<file path="config.mk">
export PLATFORM = sky130hd
export DESIGN_NAME = thumb_branch_target_window_check
export DESIGN_NICKNAME = d
export VERILOG_FILES = /design/src/hw/rtl/tbtw_pkg.sv /design/src/hw/rtl/tbtw_front.sv /design/src/hw/rtl/tbtw_judge.sv /design/src/hw/rtl/thumb_branch_target_window_check.sv
export SDC_FILE = /design/constraint.sdc
export NUM_CORES = 1
export LEC_CHECK = 0
export BUFFER_PORTS_ARGS = -buffer_cell sky130_fd_sc_hd__buf_4
export CORE_MARGIN = 4
export CORE_UTILIZATION = 45
export DETAILED_ROUTE_END_ITERATION = 10
export GPL_ROUTABILITY_DRIVEN = 0
export PLACE_DENSITY_LB_ADDON = 0.05
export SETUP_SLACK_MARGIN = 0.15
export SLEW_MARGIN = 20
export SYNTH_ARGS = -nofsm -noshare
export SYNTH_HDL_FRONTEND = slang
export SYNTH_HIERARCHICAL = 1
export SYNTH_SLANG_ARGS = --single-unit
export TNS_END_PERCENT = 30
</file>
<file path="constraint.sdc">
create_clock -name clk_i -period 5.9 [get_ports clk_i]
set_input_delay 0.59 -clock clk_i [delete_from_list [all_inputs] [get_ports clk_i]]
set_output_delay 0.59 -clock clk_i [all_outputs]
set_load 0.02 [all_outputs]
</file>
<file path="src/hw/rtl/tbtw_pkg.sv">
// Shared types and constants for the Thumb branch target window checker.
package tbtw_pkg;

  // Register indexes on the configuration port
  localparam logic [1:0] RegBaseAddress = 2'd0;
  localparam logic [1:0] RegWindowLow   = 2'd1;
  localparam logic [1:0] RegWindowHigh  = 2'd2;

  // Register reset values
  localparam logic [31:0] BaseAddressRst = 32'h0000_20B4;
  localparam logic [31:0] WindowLowRst   = 32'h0001_3000;
  localparam logic [31:0] WindowHighRst  = 32'h0001_7000;

  // Opcode masks and patterns
  localparam logic [15:0] MaskOpcode   = 16'hF800;
  localparam logic [15:0] OpLongPrefix = 16'hF000;
  localparam logic [15:0] OpShort      = 16'hE000;
  localparam logic [15:0] MaskSuffix   = 16'hC000;

  // Pipeline offset: target is position plus four plus the decoded offset
  localparam logic [31:0] PcOffset = 32'd4;
  localparam logic [31:0] HalfwordStep = 32'd2;

  typedef enum logic [1:0] {
    KindNone  = 2'd0,
    KindLong  = 2'd1,
    KindShort = 2'd2
  } branch_kind_e;

  // One position waiting to be judged
  typedef struct packed {
    logic [15:0] halfword;
    logic [15:0] successor;
    logic [31:0] position;
    logic        final_pos;
  } job_t;

  // One judged position
  typedef struct packed {
    logic [31:0]  position;
    branch_kind_e kind;
    logic [31:0]  target;
    logic         in_window;
    logic         final_result;
  } result_t;

endpackage

</file>
<file path="src/hw/rtl/tbtw_front.sv">
// Scan state and two-entry job register fed by the input channel.
module tbtw_front import tbtw_pkg::*; (
  input  logic        clk_i,
  input  logic        rst_ni,
  input  logic        in_valid_i,
  output logic        in_ready_o,
  input  logic [15:0] code_halfword_i,
  input  logic        is_last_i,
  input  logic [31:0] base_address_i,
  input  logic        pop_i,
  output logic        head_valid_o,
  output job_t        head_job_o
);

  logic [15:0] held_halfword_q, held_halfword_d;
  logic        held_valid_q, held_valid_d;
  logic [31:0] held_position_q, held_position_d;

  job_t slot0_q, slot0_d, slot1_q, slot1_d;
  logic slot0_v_q, slot0_v_d, slot1_v_q, slot1_v_d;

  logic        accept;
  logic [31:0] pos_new;
  job_t        job_a, job_b;

  // Job register is free once its last entry leaves this cycle
  assign in_ready_o   = !slot0_v_q || (pop_i && !slot1_v_q);
  assign accept       = in_valid_i && in_ready_o;
  assign head_valid_o = slot0_v_q;
  assign head_job_o   = slot0_q;

  assign pos_new = held_valid_q ? (held_position_q + HalfwordStep) : base_address_i;

  always_comb begin
    job_a.halfword  = held_halfword_q;
    job_a.successor = code_halfword_i;
    job_a.position  = held_position_q;
    job_a.final_pos = 1'b0;
    job_b.halfword  = code_halfword_i;
    job_b.successor = 16'h0000;
    job_b.position  = pos_new;
    job_b.final_pos = 1'b1;
  end

  always_comb begin
    held_halfword_d = held_halfword_q;
    held_valid_d    = held_valid_q;
    held_position_d = held_position_q;
    slot0_d   = slot0_q;
    slot1_d   = slot1_q;
    slot0_v_d = slot0_v_q;
    slot1_v_d = slot1_v_q;

    if (pop_i) begin
      if (slot1_v_q) begin
        slot0_d   = slot1_q;
        slot1_v_d = 1'b0;
      end else begin
        slot0_v_d = 1'b0;
      end
    end

    if (accept) begin
      if (is_last_i) begin
        held_valid_d    = 1'b0;
        held_halfword_d = 16'h0000;
        held_position_d = 32'h0000_0000;
      end else begin
        held_valid_d    = 1'b1;
        held_halfword_d = code_halfword_i;
        held_position_d = pos_new;
      end

      if (held_valid_q) begin
        slot0_d   = job_a;
        slot0_v_d = 1'b1;
        if (is_last_i) begin
          slot1_d   = job_b;
          slot1_v_d = 1'b1;
        end
      end else if (is_last_i) begin
        slot0_d   = job_b;
        slot0_v_d = 1'b1;
      end
    end
  end

  always_ff @(posedge clk_i or negedge rst_ni) begin
    if (!rst_ni) begin
      held_halfword_q <= 16'h0000;
      held_valid_q    <= 1'b0;
      held_position_q <= 32'h0000_0000;
      slot0_v_q       <= 1'b0;
      slot1_v_q       <= 1'b0;
    end else begin
      held_halfword_q <= held_halfword_d;
      held_valid_q    <= held_valid_d;
      held_position_q <= held_position_d;
      slot0_v_q       <= slot0_v_d;
      slot1_v_q       <= slot1_v_d;
    end
  end

  always_ff @(posedge clk_i) begin
    slot0_q <= slot0_d;
    slot1_q <= slot1_d;
  end

endmodule

</file>
<file path="src/hw/rtl/tbtw_judge.sv">
// Branch decode, target add and window compare for one position.
module tbtw_judge import tbtw_pkg::*; (
  input  job_t        job_i,
  input  logic [31:0] window_low_i,
  input  logic [31:0] window_high_i,
  output result_t     result_o
);

  logic [15:0]  h, n;
  logic         s, i1, i2;
  logic         is_long, is_short;
  logic [31:0]  off_long, off_short, offset;
  logic [31:0]  target;
  branch_kind_e kind;

  assign h = job_i.halfword;
  assign n = job_i.successor;

  assign is_long  = ((h & MaskOpcode) == OpLongPrefix) && ((n & MaskSuffix) == MaskSuffix);
  assign is_short = (h & MaskOpcode) == OpShort;

  // I1/I2 are the inverted J bits xored with the sign
  assign s  = h[10];
  assign i1 = ~(n[13] ^ s);
  assign i2 = ~(n[11] ^ s);

  assign off_long  = {{7{s}}, s, i1, i2, h[9:0], n[10:0], 1'b0};
  assign off_short = {{20{h[10]}}, h[10:0], 1'b0};

  always_comb begin
    if (is_long) begin
      kind   = KindLong;
      offset = off_long;
    end else if (is_short) begin
      kind   = KindShort;
      offset = off_short;
    end else begin
      kind   = KindNone;
      offset = 32'h0000_0000;
    end
  end

  assign target = (kind == KindNone) ? 32'h0000_0000 : (job_i.position + offset + PcOffset);

  always_comb begin
    result_o.position     = job_i.position;
    result_o.kind         = kind;
    result_o.target       = target;
    result_o.in_window    = (kind != KindNone) && (target > window_low_i) &&
                            (target < window_high_i);
    result_o.final_result = job_i.final_pos;
  end

endmodule

</file>
<file path="src/hw/rtl/thumb_branch_target_window_check.sv">
// Top level: config registers, scan front end, judge and result register.
//
// Channel  | Dir | Handshake                  | Word
// ---------+-----+----------------------------+------------------------------------------
// in       | in  | in_valid_i / in_ready_o    | code_halfword_i, is_last_i
// out      | out | out_valid_o / out_ready_i  | position_address_o, branch_kind_o,
//          |     |                            | target_address_o, in_window_o,
//          |     |                            | final_result_o
// cfg      | in  | cfg_valid_i / cfg_ready_o  | cfg_index_i, cfg_data_i
//
// Each input word yields zero, one or two result words. Words are staged in a
// two-entry job register; the judge (decode, 32-bit add, two compares) sits
// between that register and the result register, so one result leaves per cycle
// while out_ready_i is high. A stream of one-result words then runs at one word
// per cycle; the last word of a scan yields two results (one if the scan held
// only that word) and holds off input while the second result waits.
// Reset clears the scan state, the job entries and the result valid; registers
// take their default values. A stall on out_ready_i backs up into in_ready_o
// only once the job register cannot drain. cfg_ready_o is always high.
module thumb_branch_target_window_check import tbtw_pkg::*; (
  input  logic        clk_i,
  input  logic        rst_ni,
  // input words
  input  logic        in_valid_i,
  output logic        in_ready_o,
  input  logic [15:0] code_halfword_i,
  input  logic        is_last_i,
  // result words
  output logic        out_valid_o,
  input  logic        out_ready_i,
  output logic [31:0] position_address_o,
  output logic [1:0]  branch_kind_o,
  output logic [31:0] target_address_o,
  output logic        in_window_o,
  output logic        final_result_o,
  // register writes
  input  logic        cfg_valid_i,
  output logic        cfg_ready_o,
  input  logic [1:0]  cfg_index_i,
  input  logic [31:0] cfg_data_i
);

  logic [31:0] base_address_q, window_low_q, window_high_q;

  logic    out_valid_q;
  result_t out_q;

  logic    head_valid, pop, out_free;
  job_t    head_job;
  result_t judged;

  // Register file; an unknown index is dropped
  assign cfg_ready_o = 1'b1;

  always_ff @(posedge clk_i or negedge rst_ni) begin
    if (!rst_ni) begin
      base_address_q <= BaseAddressRst;
      window_low_q   <= WindowLowRst;
      window_high_q  <= WindowHighRst;
    end else if (cfg_valid_i && cfg_ready_o) begin
      case (cfg_index_i)
        RegBaseAddress: base_address_q <= cfg_data_i;
        RegWindowLow:   window_low_q   <= cfg_data_i;
        RegWindowHigh:  window_high_q  <= cfg_data_i;
        default: ;
      endcase
    end
  end

  // Head job moves into the result register when that register is free
  assign out_free = !out_valid_q || out_ready_i;
  assign pop      = head_valid && out_free;

  tbtw_front u_front (
    .clk_i,
    .rst_ni,
    .in_valid_i,
    .in_ready_o,
    .code_halfword_i,
    .is_last_i,
    .base_address_i (base_address_q),
    .pop_i          (pop),
    .head_valid_o   (head_valid),
    .head_job_o     (head_job)
  );

  tbtw_judge u_judge (
    .job_i         (head_job),
    .window_low_i  (window_low_q),
    .window_high_i (window_high_q),
    .result_o      (judged)
  );

  always_ff @(posedge clk_i or negedge rst_ni) begin
    if (!rst_ni) begin
      out_valid_q <= 1'b0;
    end else if (out_free) begin
      out_valid_q <= head_valid;
    end
  end

  always_ff @(posedge clk_i) begin
    if (pop) begin
      out_q <= judged;
    end
  end

  assign out_valid_o        = out_valid_q;
  assign position_address_o = out_q.position;
  assign branch_kind_o      = out_q.kind;
  assign target_address_o   = out_q.target;
  assign in_window_o        = out_q.in_window;
  assign final_result_o     = out_q.final_result;

endmodule

</file>
==> results of run 1 <==
[path summary, 6_finish.rpt]
check,from,endpoint,slack [ns],depth (start not counted)
min,code_halfword_i[12],u_front/slot1_q[61]$_DFFE_PP_,0.22,1
max,u_front/head_job_o[60]$_DFF_P_,in_window_o$_DFFE_PP_,0.44,21
max reg2reg,u_front/head_job_o[60]$_DFF_P_,in_window_o$_DFFE_PP_,0.44,21
min in group asynchronous,rst_ni,window_high_q[0]$_DFFE_PN0P_,0.51,2
min reg2reg,u_front/head_job_o[0]$_DFF_P_,final_result_o$_DFFE_PP_,0.45,0
max in group asynchronous,rst_ni,u_front/held_valid_q$_DFFE_PN0P_,4.07,3
[state kept, by name (all words and copies together) (netlist names)]
name and cells:
u_front/head_valid_o 1, target_address_o 32, position_address_o 32, u_front/slot1_v_q 1
branch_kind_o 2, final_result_o 1, window_high_q 32, u_front/held_valid_q 1
u_front/held_position_q 32, u_front/held_halfword_q 16, out_valid_o 1, base_address_q 32
window_low_q 32, in_window_o 1, u_front/slot1_q 48, u_front/head_job_o 64
[power breakdown]
part,leakage [nW],switching (mW),internal [mW]
Sequential,3.43,0.711,3.19
Clock,0.604,0.990,1.37
Combinational,4.71,2.10,1.33
[critical path, delay by kind of cell (launching register included)]
kind                       cells  cell delay [ns]
AOI/OAI and AO/OA              9             2.36
adders and majority gates      4             1.14
buffers and inverters          2             0.34
DFF                            1             0.32
and+or+nand+nor                6             1.03
[cell type report]
class	instances	area, µm²
fillers	3578	18700
flip-flops and latches	328	8480
multi-input cells	1154	8390
repair buffers	154	1160
clock buffers	54	1070
well taps	518	648
inverters	83	312
clock inverters	16	165
[cell usage in the layout, fill, tap and decap left out, drive strengths merged, types with 11 or more instances in the layout]
| cell type | n |
|---|---|
| nand2 | 174 |
| buf | 153 |
| dfrtp | 136 |
| ha | 123 |
| a21oi | 118 |
| edfxtp | 116 |
| nor2 | 103 |
| mux2 | 97 |
| inv | 86 |
| dfxtp | 64 |
| o21ai | 63 |
| clkbuf | 54 |
| mux2i | 49 |
| nand3 | 39 |
| a22o | 36 |
| o22ai | 34 |
| nand4 | 33 |
| nor3 | 25 |
| a21o | 21 |
| nor2b | 19 |
| a32oi | 18 |
| o211ai | 14 |
| nor4 | 13 |
| dfstp | 12 |
| xnor2 | 11 |
[metrics by stage]
| stage | power (mW) | hold WS, ns | worst slack (ns) |
|---|---|---|---|
| floorplan | 6.12 | 0.294 | 0.811 |
| detailed placement | 7.30 | 0.435 | 0.127 |
| CTS | 9.69 | 0.199 | 0.171 |
| global placement | 7.25 | 0.424 | 0.291 |
| global route | 10.2 | 0.204 | 0.178 |
| finish | 9.68 | 0.222 | 0.443 |
[metal layers]
layer | vias up | track usage | share of wire
met5 | - | 0 | 0
met4 | 0 | 0.0709 | 0.026
met3 | 88 | 0.0345 | 0.057
met2 | 465 | 0.384 | 0.46
li1 | 6351 | - | -
met1 | 6709 | 0.357 | 0.46
[repair_timing]
item	in CTS	in global routing
hold buffers	1	0
setup endpoints to repair	1	1
endpoints found under the hold margin	37	0
gates resized for setup	2	7
cloned	0	0
==> flow_metrics.tcl, run 1 <==
set metrics [dict create \
    status "complete, no violations" \
    n_antenna_cell 0 \
    fin_nets 1939 \
    antenna_found_initial 0 \
    worstSetupPathType "register to register" \
    insertion_delay_ns 0.57 \
    syn-instance-count 1697 \
    area_delta_synth_final_pct 13.4 \
    yosysWarningCount 6 \
    cts_tree "yes" \
    clk_pin_slew_ns 0.06 \
    dp_hpwl_um 38700 \
    postPlaceCellArea_um2 18900 \
    post-route-period-util 0.925 \
    worstPathRequired_ns 6.19 \
    via_per_inst 5.90 \
    arrival_ns 5.75 \
    dr.pass1.iters 5 \
    grt_overflow 0 \
    drc 0 \
    crit_chain "nand4b_1 -> nor2_1 -> buf_4 -> a22o_1 -> ha_1 -> ha_1 -> fa_1 -> a21oi_1 -> o211ai_2 -> a2111oi_4 -> or3_1 -> nand3_1 -> a21oi_1 -> buf_4 -> ha_1 -> a21o_1 -> a21oi_1 -> nor3_1 -> a2111oi_2 -> and4_1 -> a211oi_1" \
    finClkSkew_ns 0.0195 \
    syn_nets 1877 \
    placed_cells 2236 \
    grt_pass1_vias 13129 \
    max_cap_viol_count 0 \
    cp-end-kind "register" \
    p_per_area_nw_per_um2 479 \
    rsz0062_at_grt "no" \
    start_util 0.458 \
    cts_max_level 2 \
    layout.cells.non_filler 2307 \
    core_um2 38900 \
    drt-initial-drc-count 1135 \
    dieArea_um2 42900 \
    cpPeakStageDelay_ns 0.50 \
    num_io_pins 127 \
    synthesis.area_um2 17800 \
    setup_tns_ns 0 \
    period_needed_ns 5.46 \
    vdd_ir_drop_max_v 0.000230 \
    worst_pin_slew_ns 0.998 \
    post_cts_buffers 0 \
    avgSynthCellArea_um2 10.5 \
    grt_max_degree 67 \
    vias 13613 \
    port_buffers 125 \
    critPathMaxFanout 10 \
    hold_class "input pin to register" \
    startpoint_type "register" \
    die_w_um 207 \
    critical-path-slowest-cell "a2111oi_4" \
    final_util 0.520 \
    grt_use_total 0.245 \
    hold_viol 0 \
    drive_above_1_share 0.204 \
    grt_first_pass_wirelength_um 81700 \
    fmax_mhz 183 \
    rows 72 \
    p_leak_nw 8.75 \
    clk_path_buf_depth 3 \
    cts-buffers-inserted 38 \
    clock-sinks 328 \
    drt_wl_total_um 54600 \
    slew_headroom 0.331 \
    slew_viol_final 0 \
    fp.dieH_um 207 \
    final_area_um2 20200 \
    cts-root-buf "clkbuf_16" \
    setup_violations 0 \
    antenna_left 0 \
    wl_per_cell_um 23.6 \
]
(Power assumes the default switching activity.)
==> run 2, diff against run 1 <==
clock period = 5.3 ns   (was 5.9 ns; I/O delays follow)
==> run 2 against run 1 <==
- critical path depth unchanged
- cell area increased by 1.7%
- critical endpoint unchanged
- largest power group unchanged
- largest cell class unchanged
- combinational power increased by 15%
==> flow_metrics.tcl, run 2 (synthesis results as in run 1) <==
set metrics [dict create \
    status "complete, no violations" \
    arrival_ns 5.43 \
    area_delta_synth_final_pct 15.3 \
    clk_pin_slew_ns 0.06 \
    cts_tree "yes" \
    layout.cells.non_filler 2340 \
    final_common_cell "buf_4" \
    slew_headroom 0.320 \
    finClkSkew_ns 0.0219 \
    final_util 0.529 \
    clock-sinks 328 \
    cts-buffers-inserted 38 \
    r2r_start "u_front/head_job_o[60]$_DFF_P_" \
    internal_power_mw 6.64 \
    drive_above_1_share 0.227 \
    hold_viol 0 \
    hold_depth 1 \
    power_frac_seq 0.401 \
    placed_cells 2261 \
    cts_max_level 2 \
    swShare 0.388 \
    grt_use_total 0.246 \
    dieArea_um2 42900 \
    period_needed_ns 5.04 \
    power_mw 10.8 \
    rows 72 \
    n_antenna_cell 0 \
    setup_violations 0 \
    regToRegEndpoint "in_window_o$_DFFE_PP_" \
    n_fill_cell 3525 \
    dp_hpwl_um 39400 \
    num_io_pins 127 \
    r2r_setup_slack_ns 0.26 \
    fmax_mhz 198 \
    hold_end "u_front/slot1_q[50]$_DFFE_PP_" \
    layout_common_cells "buf_4 (184), nand2_1 (174), dfrtp_1 (135), ha_1 (123), edfxtp_1 (116)" \
    antenna_found_initial 0 \
    cp-end-kind "register" \
    drc 0 \
    p_comb_frac 0.361 \
    largest_reg_flops 64 \
    p_leak_nw 8.93 \
    hold_ws_ns 0.190 \
    multi_input_area_um2 8480 \
    grt_first_pass_wirelength_um 82500 \
    worst_pin_slew_ns 1.02 \
    via_per_inst 5.91 \
    switching_power_mw 4.20 \
    vdd_ir_drop_max_v 0.000260 \
    drt_wl_total_um 54700 \
    max_cap_viol_count 0 \
    slew_viol_final 0 \
    start_util 0.458 \
    die_w_um 207 \
    vias 13830 \
    startpoint_type "register" \
    clk_path_buf_depth 3 \
    fin_nets 1973 \
    grt_max_degree 64 \
    p_per_area_nw_per_um2 527 \
    drt-initial-drc-count 1008 \
    regArea_um2 8490 \
    hold_class "input pin to register" \
    antenna_left 0 \
    insertion_delay_ns 0.55 \
    rsz0062_at_grt "no" \
    wl_per_cell_um 23.4 \
    rr_worst_depth 21 \
    dr.pass1.iters 7 \
    worstPathRequired_ns 5.69 \
    grt_overflow 0 \
    port_buffers 125 \
    pwr-share-clk 0.238 \
    worstSetupPathType "register to register" \
    grt_pass1_vias 13322 \
    hp-start "code_halfword_i[1]" \
    core_um2 38900 \
    critPathMaxFanout 5 \
    post-route-period-util 0.951 \
    fp.dieH_um 207 \
    cts-root-buf "clkbuf_16" \
]
-- run 2: per-layer routing --
layer	part of all wire	vias to the layer above	global-route usage	wire length (µm)
met4	0.031	0	0.0832	1700
met2	0.46	461	0.386	25000
met1	0.45	6863	0.351	24700
li1	-	6425	-	-
met5	0	-	0	0
met3	0.060	81	0.0389	3300
-- run 2: final cells by class --
cell class / count / share of cell area
sequential: 328 / 0.412
timing repair buffer: 188 / 0.0693
clock inverter: 16 / 0.00663
inverter: 83 / 0.0151
multi-input combinational: 1154 / 0.412
tap: 518 / 0.0315
clock buffer: 53 / 0.0529
-- run 2: how the worst max path moves through the flow --
stage,startpoint,slack (ns),endpoint,cells after the start
floorplan,out_ready_i,0.27,u_front/slot1_q[10]$_DFFE_PP_,7
global placement,u_front/head_job_o[60]$_DFF_P_,-0.08,in_window_o$_DFFE_PP_,19
detailed placement,u_front/head_job_o[60]$_DFF_P_,-0.19,in_window_o$_DFFE_PP_,19
CTS,u_front/head_job_o[60]$_DFF_P_,0.17,in_window_o$_DFFE_PP_,20
global route,u_front/head_job_o[60]$_DFF_P_,0.12,in_window_o$_DFFE_PP_,21
finish,u_front/head_job_o[60]$_DFF_P_,0.26,in_window_o$_DFFE_PP_,21
-- run 2: power groups by stage --
stage	Combinational [mW]	Clock, mW	Sequential [mW]
finish	3.92	2.58	4.35
global route	4.27	2.74	4.44
CTS	3.85	2.64	4.33
detailed placement	3.82	0	4.38
global placement	3.77	0	4.36
floorplan	2.61	0	4.20
-- run 2: repair_timing --
| item | 4_1_cts | 5_1_grt |
|---|---|---|
| buffers inserted | 0 | 9 |
| endpoints found under the setup margin | 1 | 1 |
| endpoints found under the hold margin | 1 | 0 |
| cloned | 0 | 0 |
| hold buffers | 1 | 0 |
| resized for setup | 10 | 24 |
| pin swaps | 1 | 10 |
-- run 2: per-stage QoR --
step / setup TNS, ns / area, µm² / worst slack, ns
after floorplan: 0 / 17800 / 0.271
after CTS: 0 / 20400 / 0.172
after detailed placement: -0.193 / 19100 / -0.193
final: 0 / 20600 / 0.259
after global placement: -0.0845 / 19100 / -0.0845
after global routing: 0 / 20600 / 0.120
-- run 2: worst max-delay path, cell delays in order, from the launching register on --
cell and delay (ns):
dfxtp_1 0.31, nand4b_1 0.18, buf_4 0.18, nor2_4 0.20
a22oi_1 0.12, ha_1 0.29, inv_1 0.04, ha_1 0.22
fa_1 0.43, a21oi_2 0.22, o211ai_2 0.16, a2111oi_4 0.51
nor4_1 0.15, o31ai_1 0.25, nor3b_4 0.26, ha_1 0.18
nand4_1 0.18, nor3_4 0.30, o2111a_1 0.23, o41ai_1 0.07
and4_1 0.21, a211oi_1 0.19
